**src/hw/rtl/gssr_pkg.sv**
```systemverilog
package gssr_pkg;

	// Number of serial bits shifted in after the parallel sample.
	localparam logic [3:0] SCAN_BITS = 4'd7;

	localparam logic [15:0] HALF_PERIOD_RESET = 16'd100;

	localparam logic [7:0] AXIS_LOW    = 8'h00;
	localparam logic [7:0] AXIS_CENTRE = 8'h80;
	localparam logic [7:0] AXIS_HIGH   = 8'hff;

	typedef enum logic [4:0] {
		PH_IDLE     = 5'b00001,
		PH_SETTLE   = 5'b00010,
		PH_CLK_HIGH = 5'b00100,
		PH_CLK_LOW  = 5'b01000,
		PH_DONE     = 5'b10000
	} phase_t;

	// One result item, most significant field first.
	typedef struct packed {
		logic [7:0] report_buttons;
		logic [7:0] report_y;
		logic [7:0] report_x;
		logic       report_valid;
		logic       busy_res;
		logic       clock_level;
		logic       scan_mode;
	} res_t;

	typedef struct packed {
		logic [7:0] x;
		logic [7:0] y;
		logic [7:0] buttons;
	} report_t;

	// Capture bits are active low; left beats right and up beats down.
	function automatic report_t build_report(input logic [14:0] cap);
		report_t r;
		r.x = AXIS_CENTRE;
		r.y = AXIS_CENTRE;
		if (!cap[3]) r.x = AXIS_HIGH;
		if (!cap[2]) r.x = AXIS_LOW;
		if (!cap[1]) r.y = AXIS_HIGH;
		if (!cap[0]) r.y = AXIS_LOW;
		r.buttons[0] = ~cap[10];
		r.buttons[1] = ~cap[5] | ~cap[8];
		r.buttons[2] = ~cap[4] | ~cap[9];
		r.buttons[3] = ~cap[11];
		r.buttons[4] = ~cap[13];
		r.buttons[5] = ~cap[12];
		r.buttons[6] = 1'b0;
		r.buttons[7] = ~cap[14];
		return r;
	endfunction

endpackage

```
**src/hw/rtl/gamepad_serial_scan_reporter.sv**
```systemverilog
// Gamepad serial scan reporter.
//
// Every input item on the s_ side is one timer tick carrying the start request and the
// current pin levels. Every accepted tick yields exactly one result item on the m_ side
// with the pin drive levels, the busy flag and, when a scan has just finished with a
// capture that differs from the last one reported, the x, y and button report.
// A scan settles for one half period with the pins released, samples the direction,
// fire and data pins, then clocks seven serial bits in, each taking two half periods.
// The half period in ticks is set through cfg_wen/cfg_wdata, which the user must write
// only while the block is idle; the block itself does not enforce this.
// The result of a tick is registered in the output buffer before m_tvalid shows it.
// Throughput: one tick per cycle while s_tready is high; the whole state update is a
// single pass of logic between the state registers and the output buffer.
// When the receiver stalls, a two-entry output buffer (output register plus skid
// register) holds results; s_tready falls only once both entries are occupied, so one
// further tick is still taken while a finished result waits.
// Reset clears the scan state, the last reported capture and both buffer entries, and
// loads a half period of 100 ticks.
module gamepad_serial_scan_reporter
	import gssr_pkg::*;
(
	input  logic        clk,
	input  logic        arst_n,
	input  logic        cfg_wen,
	input  logic [15:0] cfg_wdata,
	input  logic        s_tvalid,
	output logic        s_tready,
	// bit 0 start_req, bits 4:1 dir_pins, bit 5 fire_pin, bit 6 data_pin, bit 7 zero
	input  logic [7:0]  s_tdata,
	output logic        m_tvalid,
	input  logic        m_tready,
	// bit 0 scan_mode, bit 1 clock_level, bit 2 busy_res, bit 3 report_valid,
	// bits 11:4 report_x, bits 19:12 report_y, bits 27:20 report_buttons, 31:28 zero
	output logic [31:0] m_tdata
);

	logic [15:0] half_q;
	phase_t      phase_q, phase_d;
	logic [15:0] wait_q, wait_d;
	logic [2:0]  bit_q, bit_d;
	logic [14:0] cap_q, cap_d;
	logic [14:0] last_q, last_d;

	logic        out_v_q, skid_v_q;
	res_t        out_q, skid_q;

	logic        push, pop;
	logic        start_req, fire_pin, data_pin;
	logic [3:0]  dir_pins;
	logic [16:0] wait_next;
	logic        wait_done;
	logic [15:0] serial_bit;
	logic        rep_valid;
	report_t     rep;
	res_t        res;

	assign start_req = s_tdata[0];
	assign dir_pins  = s_tdata[4:1];
	assign fire_pin  = s_tdata[5];
	assign data_pin  = s_tdata[6];

	assign s_tready = ~skid_v_q;
	assign push     = s_tvalid & s_tready;
	assign pop      = out_v_q & m_tready;

	// A half period of zero ends every wait after one tick, as a half period of one does.
	assign wait_next  = {1'b0, wait_q} + 17'd1;
	assign wait_done  = wait_next[16] | (wait_next[15:0] >= half_q);
	assign serial_bit = 16'(data_pin) << ({1'b0, bit_q} + 4'd8);

	always_comb begin
		phase_d   = phase_q;
		wait_d    = wait_q;
		bit_d     = bit_q;
		cap_d     = cap_q;
		last_d    = last_q;
		rep_valid = 1'b0;
		case (phase_q)
			PH_SETTLE: begin
				wait_d = wait_done ? 16'd0 : wait_next[15:0];
				if (wait_done) begin
					cap_d   = {9'd0, data_pin, fire_pin, dir_pins};
					bit_d   = 3'd0;
					phase_d = PH_CLK_HIGH;
				end
			end
			PH_CLK_HIGH: begin
				wait_d = wait_done ? 16'd0 : wait_next[15:0];
				if (wait_done) begin
					phase_d = PH_CLK_LOW;
				end
			end
			PH_CLK_LOW: begin
				wait_d = wait_done ? 16'd0 : wait_next[15:0];
				if (wait_done) begin
					cap_d = cap_q | serial_bit[14:0];
					if (({1'b0, bit_q} + 4'd1) >= SCAN_BITS) begin
						bit_d   = 3'd0;
						phase_d = PH_DONE;
						if (cap_d != last_q) begin
							rep_valid = 1'b1;
							last_d    = cap_d;
						end
					end else begin
						bit_d   = bit_q + 3'd1;
						phase_d = PH_CLK_HIGH;
					end
				end
			end
			default: begin
				// Idle, or finished with the pins still driven and the clock high.
				if (phase_q != PH_DONE) phase_d = PH_IDLE;
				if (start_req) begin
					phase_d = PH_SETTLE;
					wait_d  = 16'd0;
					bit_d   = 3'd0;
				end
			end
		endcase
	end

	always_comb begin
		rep                = build_report(cap_d);
		res.scan_mode      = (phase_d == PH_CLK_HIGH) | (phase_d == PH_CLK_LOW) |
		                     (phase_d == PH_DONE);
		res.clock_level    = (phase_d == PH_CLK_HIGH) | (phase_d == PH_DONE);
		res.busy_res       = (phase_d == PH_SETTLE) | (phase_d == PH_CLK_HIGH) |
		                     (phase_d == PH_CLK_LOW);
		res.report_valid   = rep_valid;
		res.report_x       = rep_valid ? rep.x : 8'd0;
		res.report_y       = rep_valid ? rep.y : 8'd0;
		res.report_buttons = rep_valid ? rep.buttons : 8'd0;
	end

	always_ff @(posedge clk or negedge arst_n) begin
		if (!arst_n) begin
			half_q <= HALF_PERIOD_RESET;
		end else if (cfg_wen) begin
			half_q <= cfg_wdata;
		end
	end

	always_ff @(posedge clk or negedge arst_n) begin
		if (!arst_n) begin
			phase_q <= PH_IDLE;
			wait_q  <= 16'd0;
			bit_q   <= 3'd0;
			cap_q   <= 15'd0;
			last_q  <= 15'd0;
		end else if (push) begin
			phase_q <= phase_d;
			wait_q  <= wait_d;
			bit_q   <= bit_d;
			cap_q   <= cap_d;
			last_q  <= last_d;
		end
	end

	// Two-entry output buffer: the skid entry only fills while the output entry stalls.
	always_ff @(posedge clk or negedge arst_n) begin
		if (!arst_n) begin
			out_v_q  <= 1'b0;
			skid_v_q <= 1'b0;
		end else if (!out_v_q || pop) begin
			if (skid_v_q) begin
				out_v_q  <= 1'b1;
				skid_v_q <= 1'b0;
			end else begin
				out_v_q <= push;
			end
		end else if (push) begin
			skid_v_q <= 1'b1;
		end
	end

	always_ff @(posedge clk) begin
		if (!out_v_q || pop) begin
			out_q <= skid_v_q ? skid_q : res;
		end
		if (out_v_q && !pop && push) begin
			skid_q <= res;
		end
	end

	assign m_tvalid = out_v_q;
	assign m_tdata  = {4'd0, out_q};

	a_skid_behind_out: assert property (@(posedge clk) disable iff (!arst_n)
		skid_v_q |-> out_v_q)
		else $error("skid entry holds an item while the output entry is empty");

	a_bit_index_range: assert property (@(posedge clk) disable iff (!arst_n)
		bit_q != 3'd0 |-> (phase_q == PH_CLK_HIGH || phase_q == PH_CLK_LOW))
		else $error("serial bit index set outside the clocking phases");

	a_report_updates_last: assert property (@(posedge clk) disable iff (!arst_n)
		push && rep_valid |=> last_q == $past(cap_d) && phase_q == PH_DONE)
		else $error("reported capture not recorded or scan not finished");

	a_report_only_on_change: assert property (@(posedge clk) disable iff (!arst_n)
		push && rep_valid |-> cap_d != last_q && phase_q == PH_CLK_LOW)
		else $error("report emitted without a finished, changed capture");

endmodule

```
**config.mk**
```make
export PLATFORM = sky130hd
export DESIGN_NAME = gamepad_serial_scan_reporter
export DESIGN_NICKNAME = d
export VERILOG_FILES = /design/src/hw/rtl/gssr_pkg.sv /design/src/hw/rtl/gamepad_serial_scan_reporter.sv
export SDC_FILE = /design/constraint.sdc
export NUM_CORES = 1
export LEC_CHECK = 0
export BUFFER_PORTS_ARGS = -buffer_cell sky130_fd_sc_hd__buf_2
export CORE_UTILIZATION = 30
export DETAILED_ROUTE_END_ITERATION = 6
export PLACE_DENSITY_LB_ADDON = 0.08
export SLEW_MARGIN = 40
export SYNTH_ARGS = -nofsm -noshare
export SYNTH_HDL_FRONTEND = slang
export SYNTH_SLANG_ARGS = --single-unit
```
**constraint.sdc**
```tcl
create_clock -name clk -period 7.33 [get_ports clk]
set_input_delay 1.466 -clock clk [delete_from_list [all_inputs] [get_ports clk]]
set_output_delay 1.466 -clock clk [all_outputs]
set_load 0.1 [all_outputs]
```
### Word-level counts from Yosys, hierarchy flattened

Index checks and enable logic that the tools add are counted.

| word-level totals | value |
|---|---|
| register bits | 128 |
| input port bits | 29 |
| logic and storage cells | 110 |

| cells by class | value |
|---|---|
| add/sub/neg operators | 4 |
| magnitude comparators | 2 |
| equality and inequality tests | 11 |
| shifts and indexed selects | 1 |
| muxes and demuxes | 33 |
| bitwise logic cells | 22 |
| reductions and logical operators | 14 |

Operators by type and width:

| kind | number |
|---|---|
| $mux W16 | 3 |
| $mux W8 | 5 |
| $mux W15 | 2 |
| $mux W5 | 6 |
| $pmux W15 S2 | 1 |
| $mux W28 | 1 |
| $add A16 B1 Y17 const B | 1 |
| $ge A16 B16 Y1 | 1 |
| $ne A15 B15 Y1 | 1 |
| $or A15 B15 Y15 | 1 |
| $pmux W5 S3 | 1 |
| $shl A1 B4 Y15 | 1 |
| $mux W7 | 2 |
| $mux W3 | 4 |
| $not A1 Y1 | 11 |
| $eq A5 B2 Y1 const B | 2 |
| $eq A5 B3 Y1 const B | 2 |
| $eq A5 B4 Y1 const B | 2 |
| $reduce_and A5 Y1 | 2 |
| $pmux W3 S3 | 1 |
| $or A1 B1 Y1 | 8 |
| $mux W1 | 7 |
| $reduce_bool A2 Y1 | 3 |
| $eq A5 B5 Y1 const B | 1 |
| other kinds (14) | 18 |

### Logic depth before layout (Yosys ltp)

| depth | value |
|---|---|
| depth in word-level cells | 10 |
| mapped depth | 18 |

### Worst setup path after synthesis

Ideal clock, no wire load.

| timing | value |
|---|---|
| kind | flip-flop to flip-flop |
| from | register wait_q[2] |
| to | register last_q[7] |
| data arrival time | 3.662 ns |
| required time | 7.205 ns |
| slack | 3.543 ns |
| cell stages (with the launch flop) | 19 |
| clock period less this slack | 3.787 ns |
| path through | dfrtp_1 -> buf_2 -> nand3_1 -> nor3_1 -> and3_1 -> clkbuf_1 -> nand2_1 -> nor2_1 -> xor2_1 -> ha_1 -> nand4_1 -> nor4_2 -> a31oi_2 -> a31oi_4 -> o211ai_4 -> nand2b_4 -> buf_6 -> buf_6 -> mux2_4 |

| between the ends | value |
|---|---|
| longest elaborated chain between the ends | 4 |

Ends and longest elaborated chain:

| element | line | RTL |
|---|---|---|
| from (decl) | gamepad_serial_scan_reporter.sv:39 | `logic [15:0] wait_q, wait_d;` |
| from (signal assigned) | gamepad_serial_scan_reporter.sv:152 | `wait_q <= wait_d;` |
| $add A16 B1 Y17 * | gamepad_serial_scan_reporter.sv:67 | `assign wait_next = {1'b0, wait_q} + 17'd1;` |
| $ge A16 B16 Y1 | gamepad_serial_scan_reporter.sv:68 | `assign wait_done = wait_next[16] \| (wait_next[15:0] >= half_q);` |
| $or A1 B1 Y1 * | gamepad_serial_scan_reporter.sv:68 |  |
| $reduce_and A5 Y1 (no line) * | - |  |
| to (signal assigned) | gamepad_serial_scan_reporter.sv:155 | `last_q <= last_d;` |
| to (decl) | gamepad_serial_scan_reporter.sv:42 | `logic [14:0] last_q, last_d;` |

Every way passes the cells marked *; elsewhere a longest branch is shown, timed or not.
A chain may end at the register's enable or synchronous reset.

### Worst setup path after layout

| timing | value |
|---|---|
| from | register wait_q[2] |
| to | register cap_q[4] |

| between the ends | value |
|---|---|
| longest elaborated chain between the ends | 5 |
| elaborated cells between the ends (all ways) | 6 |

Ends and longest elaborated chain:

| element | line | RTL |
|---|---|---|
| $add A16 B1 Y17 * | gamepad_serial_scan_reporter.sv:67 |  |
| $ge A16 B16 Y1 | gamepad_serial_scan_reporter.sv:68 |  |
| $or A1 B1 Y1 * | gamepad_serial_scan_reporter.sv:68 |  |
| $mux W15 (on tied branches) | gamepad_serial_scan_reporter.sv:95, gamepad_serial_scan_reporter.sv:81 |  |
| $pmux W15 S2 * | gamepad_serial_scan_reporter.sv:78 | `case (phase_q)` |
| to (signal assigned) | gamepad_serial_scan_reporter.sv:154 | `cap_q <= cap_d;` |
| to (decl) | gamepad_serial_scan_reporter.sv:41 | `logic [14:0] cap_q, cap_d;` |

Every way passes the cells marked *; elsewhere a longest branch is shown, timed or not. The select of a mux whose other input is x is not followed.

==> results.tsv <==
stage	metric	value	unit
floorplan	std_cell_rows	48	
synth	synth_edf_count	30	
cells_and_area	layout_common_cells	68 x dfrtp_1, 56 x buf_2, 49 x nand2_1	
clock_tree	ctsRootBufferMaster	clkbuf_16	
power_and_ir_drop	ir_worst_vdd	0.1125	mV
clock_tree	hold_buffers	0	
worst_setup_path	crit_family	simple AND/OR/NAND/NOR gates	
clock_tree	cts_max_path_buffers	2	
clock_tree	clk_pin_slew	0.08	ns
power_and_ir_drop	p_int	0.0009267	W
worst_setup_path	crit_type	flop to flop	
clock_tree	cts_resized	0	
cells_and_area	nets	596	
worst_setup_path	critPathMaxStageDelay	0.58	ns
synth	synthDistinctLibCells	62	
route	ant_nets	0	
power_and_ir_drop	finalPower	0.001404	W
synth	syn_inst	508	
sta	worstMarginPinSlew	0.7346	ns
sta	tns	0	ns
sta	finalHoldViolCount	0	
floorplan	initial_core_util	30.81	%
route	drt_iter0_markers	204	
route	drc	0	
sta	rsz0062_at_grt	no	
global_routing	grtUsageMet3	2.394	%
global_routing	grt_busiest_layer	met1	
power_and_ir_drop	p_seq_share	45.7	%
worst_setup_path	critPathLaunchType	flop	
floorplan	die_h	135.5	um
route	vias	3755	
sta	layout_min_cycle_time	4.602	ns
worst_setup_path	cpMaxStageDelayCell	nor2_2	
floorplan	core_area	0.01736	mm2
worst_hold_path	hp-class	flop to flop	
worst_setup_path	endpoint_kind	flop	
route	drt-total-wl	11620	um
global_routing	gr-usage-met2	19.49	%
sta	relSlewSlack	50.79	%
global_routing	antenna_found_initial	0	
power_and_ir_drop	p_leak	2.756	nW
cells_and_area	multi_input_area	0.002335	mm2
sta	min_period_over_period	62.79	%
outcome	status	finished clean	
worst_setup_path	path_max_fanout	12	
clock_tree	cts_tree	built	
global_routing	grt_pass1_wl	19290	um
power_and_ir_drop	p_sw_share	33.99	%
cells_and_area	areaGrowthSynthToFinish	12.89	%
power_and_ir_drop	clkPwrFrac	34.3	%
worst_setup_path	cp.buffers_inverters	1	
synth	netlist_area	0.005348	mm2
floorplan	fp.dieArea	0.01836	mm2
power_and_ir_drop	power_switching	0.0004771	W
worst_setup_path	arrival	4.84	ns
cells_and_area	seqCellArea	0.002708	mm2
global_routing	track_usage	13.88	%
placed_design	place_congestion	0.7920	
sta	fmax	217.3	MHz
cells_and_area	drive_gt1_share	21.70	%
clock_tree	clock_latency	0.36	ns
cells_and_area	fillers	1729	
clock_tree	htreeDepth	3	
synth	ys_seq_area_share	50.63	%
worst_setup_path	cp_data_required_time	7.57	ns
floorplan	die_x	135.5	um
clock_tree	numCtsBuffers	9	
route	vias_per_cell	4.826	
placed_design	portBuffers	56	
synth	synth_area_per_cell	10.53	um2
placed_design	hpwl	8064	um
synth	async_flop_share	70.59	%
synth	synth_top_area_share	31.82	%
route	dr.pass1.iters	4	
clock_tree	cts_sinks	102	
global_routing	overflow	0	
cells_and_area	antenna_cells	0	
global_routing	grt_pass1_vias	3569	
sta	holdWs	0.5264	ns
route	wl_per_cell	14.94	um
run	maxCapViolations	0	
cells_and_area	final_common_cell	dfrtp_1	
sta	setup_viol	0	
sta	finalMaxSlewViolations	0	
global_routing	grtUsageMet1	20.67	%
worst_setup_path	crit_path_frequent_cell	nand3_1	
power_and_ir_drop	p_comb_share	20.0	%
global_routing	grt_start_max_net_pins	73	
power_and_ir_drop	power_density	232.5	mW/mm2
synth	synth_flop_cell	dfrtp_1	
synth	yosys-top-cells-area	dfrtp_1 32%, edfxtp_1 17%, ha_1 4.4%	
synth	synth_top_cell_by_area	dfrtp_1	
cells_and_area	post-route-util	34.78	%
sta	fin_skew	0.007951	ns
clock_tree	post-cts-setup-buffers	0	
floorplan	io_pins	63	
synth	ys_ff_latch	102	
synth	ys.warnings.count	0	
worst_setup_path	worstPathCellList	nand3_1 > nor3_1 > and3_1 > nand2_1 > nor2_1 > xor2_1 > ha_1 > nand4_1 > nor4_2 > a31oi_2 > nand3_1 > buf_4 > nand2_2 > nor2_2 > mux2_2	
[path summary, 6_finish.rpt]
| check | from | end | slack, ns | depth (start not counted) |
|---|---|---|---|---|
| max | wait_q[2] | cap_q[4] | 2.73 | 15 |
| min | skid_q[3] | m_tdata[3] | 0.53 | 2 |
| max reg2reg | wait_q[2] | cap_q[4] | 2.73 | 15 |
| min reg2reg | skid_q[3] | m_tdata[3] | 0.53 | 2 |
| max in group asynchronous | arst_n | cap_q[9] | 5.63 | 2 |
| min in group asynchronous | arst_n | half_q[3] | 1.24 | 2 |
[cells in the mapped netlist (3+ instances only)]
cell	instances
mux2_2	19
nor2_1	43
and4b_1	3
nor2b_1	5
xor2_1	18
buf_2	6
and3_1	6
inv_1	22
a32o_1	4
nand2b_1	10
clkbuf_1	10
o21ai_0	47
a21oi_1	19
nand2_1	49
edfxtp_1	30
dfrtp_1	68
nor3_1	5
mux2i_1	3
a31oi_1	11
xnor2_1	12
buf_6	3
ha_1	19
o31ai_1	6
a21o_1	4
a22o_1	8
nand4_1	10
buf_4	18
nand3_1	10
dfstp_2	4
[logic make-up (layout without fill, tap and decap cells)]
| kind of cell | Yosys count | in the layout | synth area share [%] |
|---|---|---|---|
| XOR/XNOR | 30 | 30 | 4.913 |
| flip-flops | 102 | 102 | 50.63 |
| AO/OA/AOI/OAI | 114 | 114 | 13.97 |
| other | 1 | 5 | 0.07012 |
| buffers and inverters | 61 | 102 | 6.107 |
| adder cells (fa/ha/maj) | 19 | 19 | 4.446 |
| multiplexers | 23 | 23 | 4.843 |
| AND/OR/NAND/NOR | 158 | 158 | 15.02 |
[power groups by stage]
stage | logic [W] | clock network, W | registers [W]
global placement | 0.000283 | 0 | 0.000652
floorplan | 0.000169 | 0 | 0.000713
CTS | 0.000285 | 0.000498 | 0.000641
finish | 0.000281 | 0.000481 | 0.000641
global route | 0.000308 | 0.000518 | 0.000646
detailed placement | 0.000284 | 0 | 0.000653
[routing by layer]
metal / vias up / part of all wire (%)
met1: 1793 / 53
met2: 80 / 42
met3: 12 / 3.9
met4: 0 / 1.7
met5: - / 0
li1: 1870 / -
[registers in the layout, indices dropped and copies added (netlist names)]
register  cells
wait_q       16
skid_v_q      1
cap_q        15
phase_q       5
m_tvalid      1
last_q       15
half_q       16
skid_q       15
m_tdata      15
bit_q         3
[worst register-to-register path: stages (launching register included)]
cell     delay [ns]
dfrtp_1        0.49
nand3_1        0.19
nor3_1         0.49
and3_1         0.37
nand2_1        0.16
nor2_1         0.19
xor2_1         0.09
ha_1           0.31
nand4_1        0.18
nor4_2         0.34
a31oi_2        0.18
nand3_1        0.12
buf_4          0.21
nand2_2        0.19
nor2_2         0.58
mux2_2         0.40
[cell type report]
class / instances / share of cell area [%]
Tap cell: 225 / 4.663
Sequential cell: 102 / 44.85
Timing Repair Buffer: 63 / 5.575
Multi-Input combinational cell: 349 / 38.67
Clock inverter: 6 / 0.8497
Clock buffer: 10 / 3.959
Inverter: 23 / 1.430
[metrics by stage]
step           worst slack (ns)  cell area [um2]  cells
5_1_grt                   2.206             6037    778
3_3_place_gp              2.423             5737    762
2_1_floorplan             3.543             5363    512
3_5_place_dp              2.707             5747    762
6_report                  2.728             6037    778
4_1_cts                   2.670             6037    778
No activity file was read; power rests on OpenSTA's default activity.
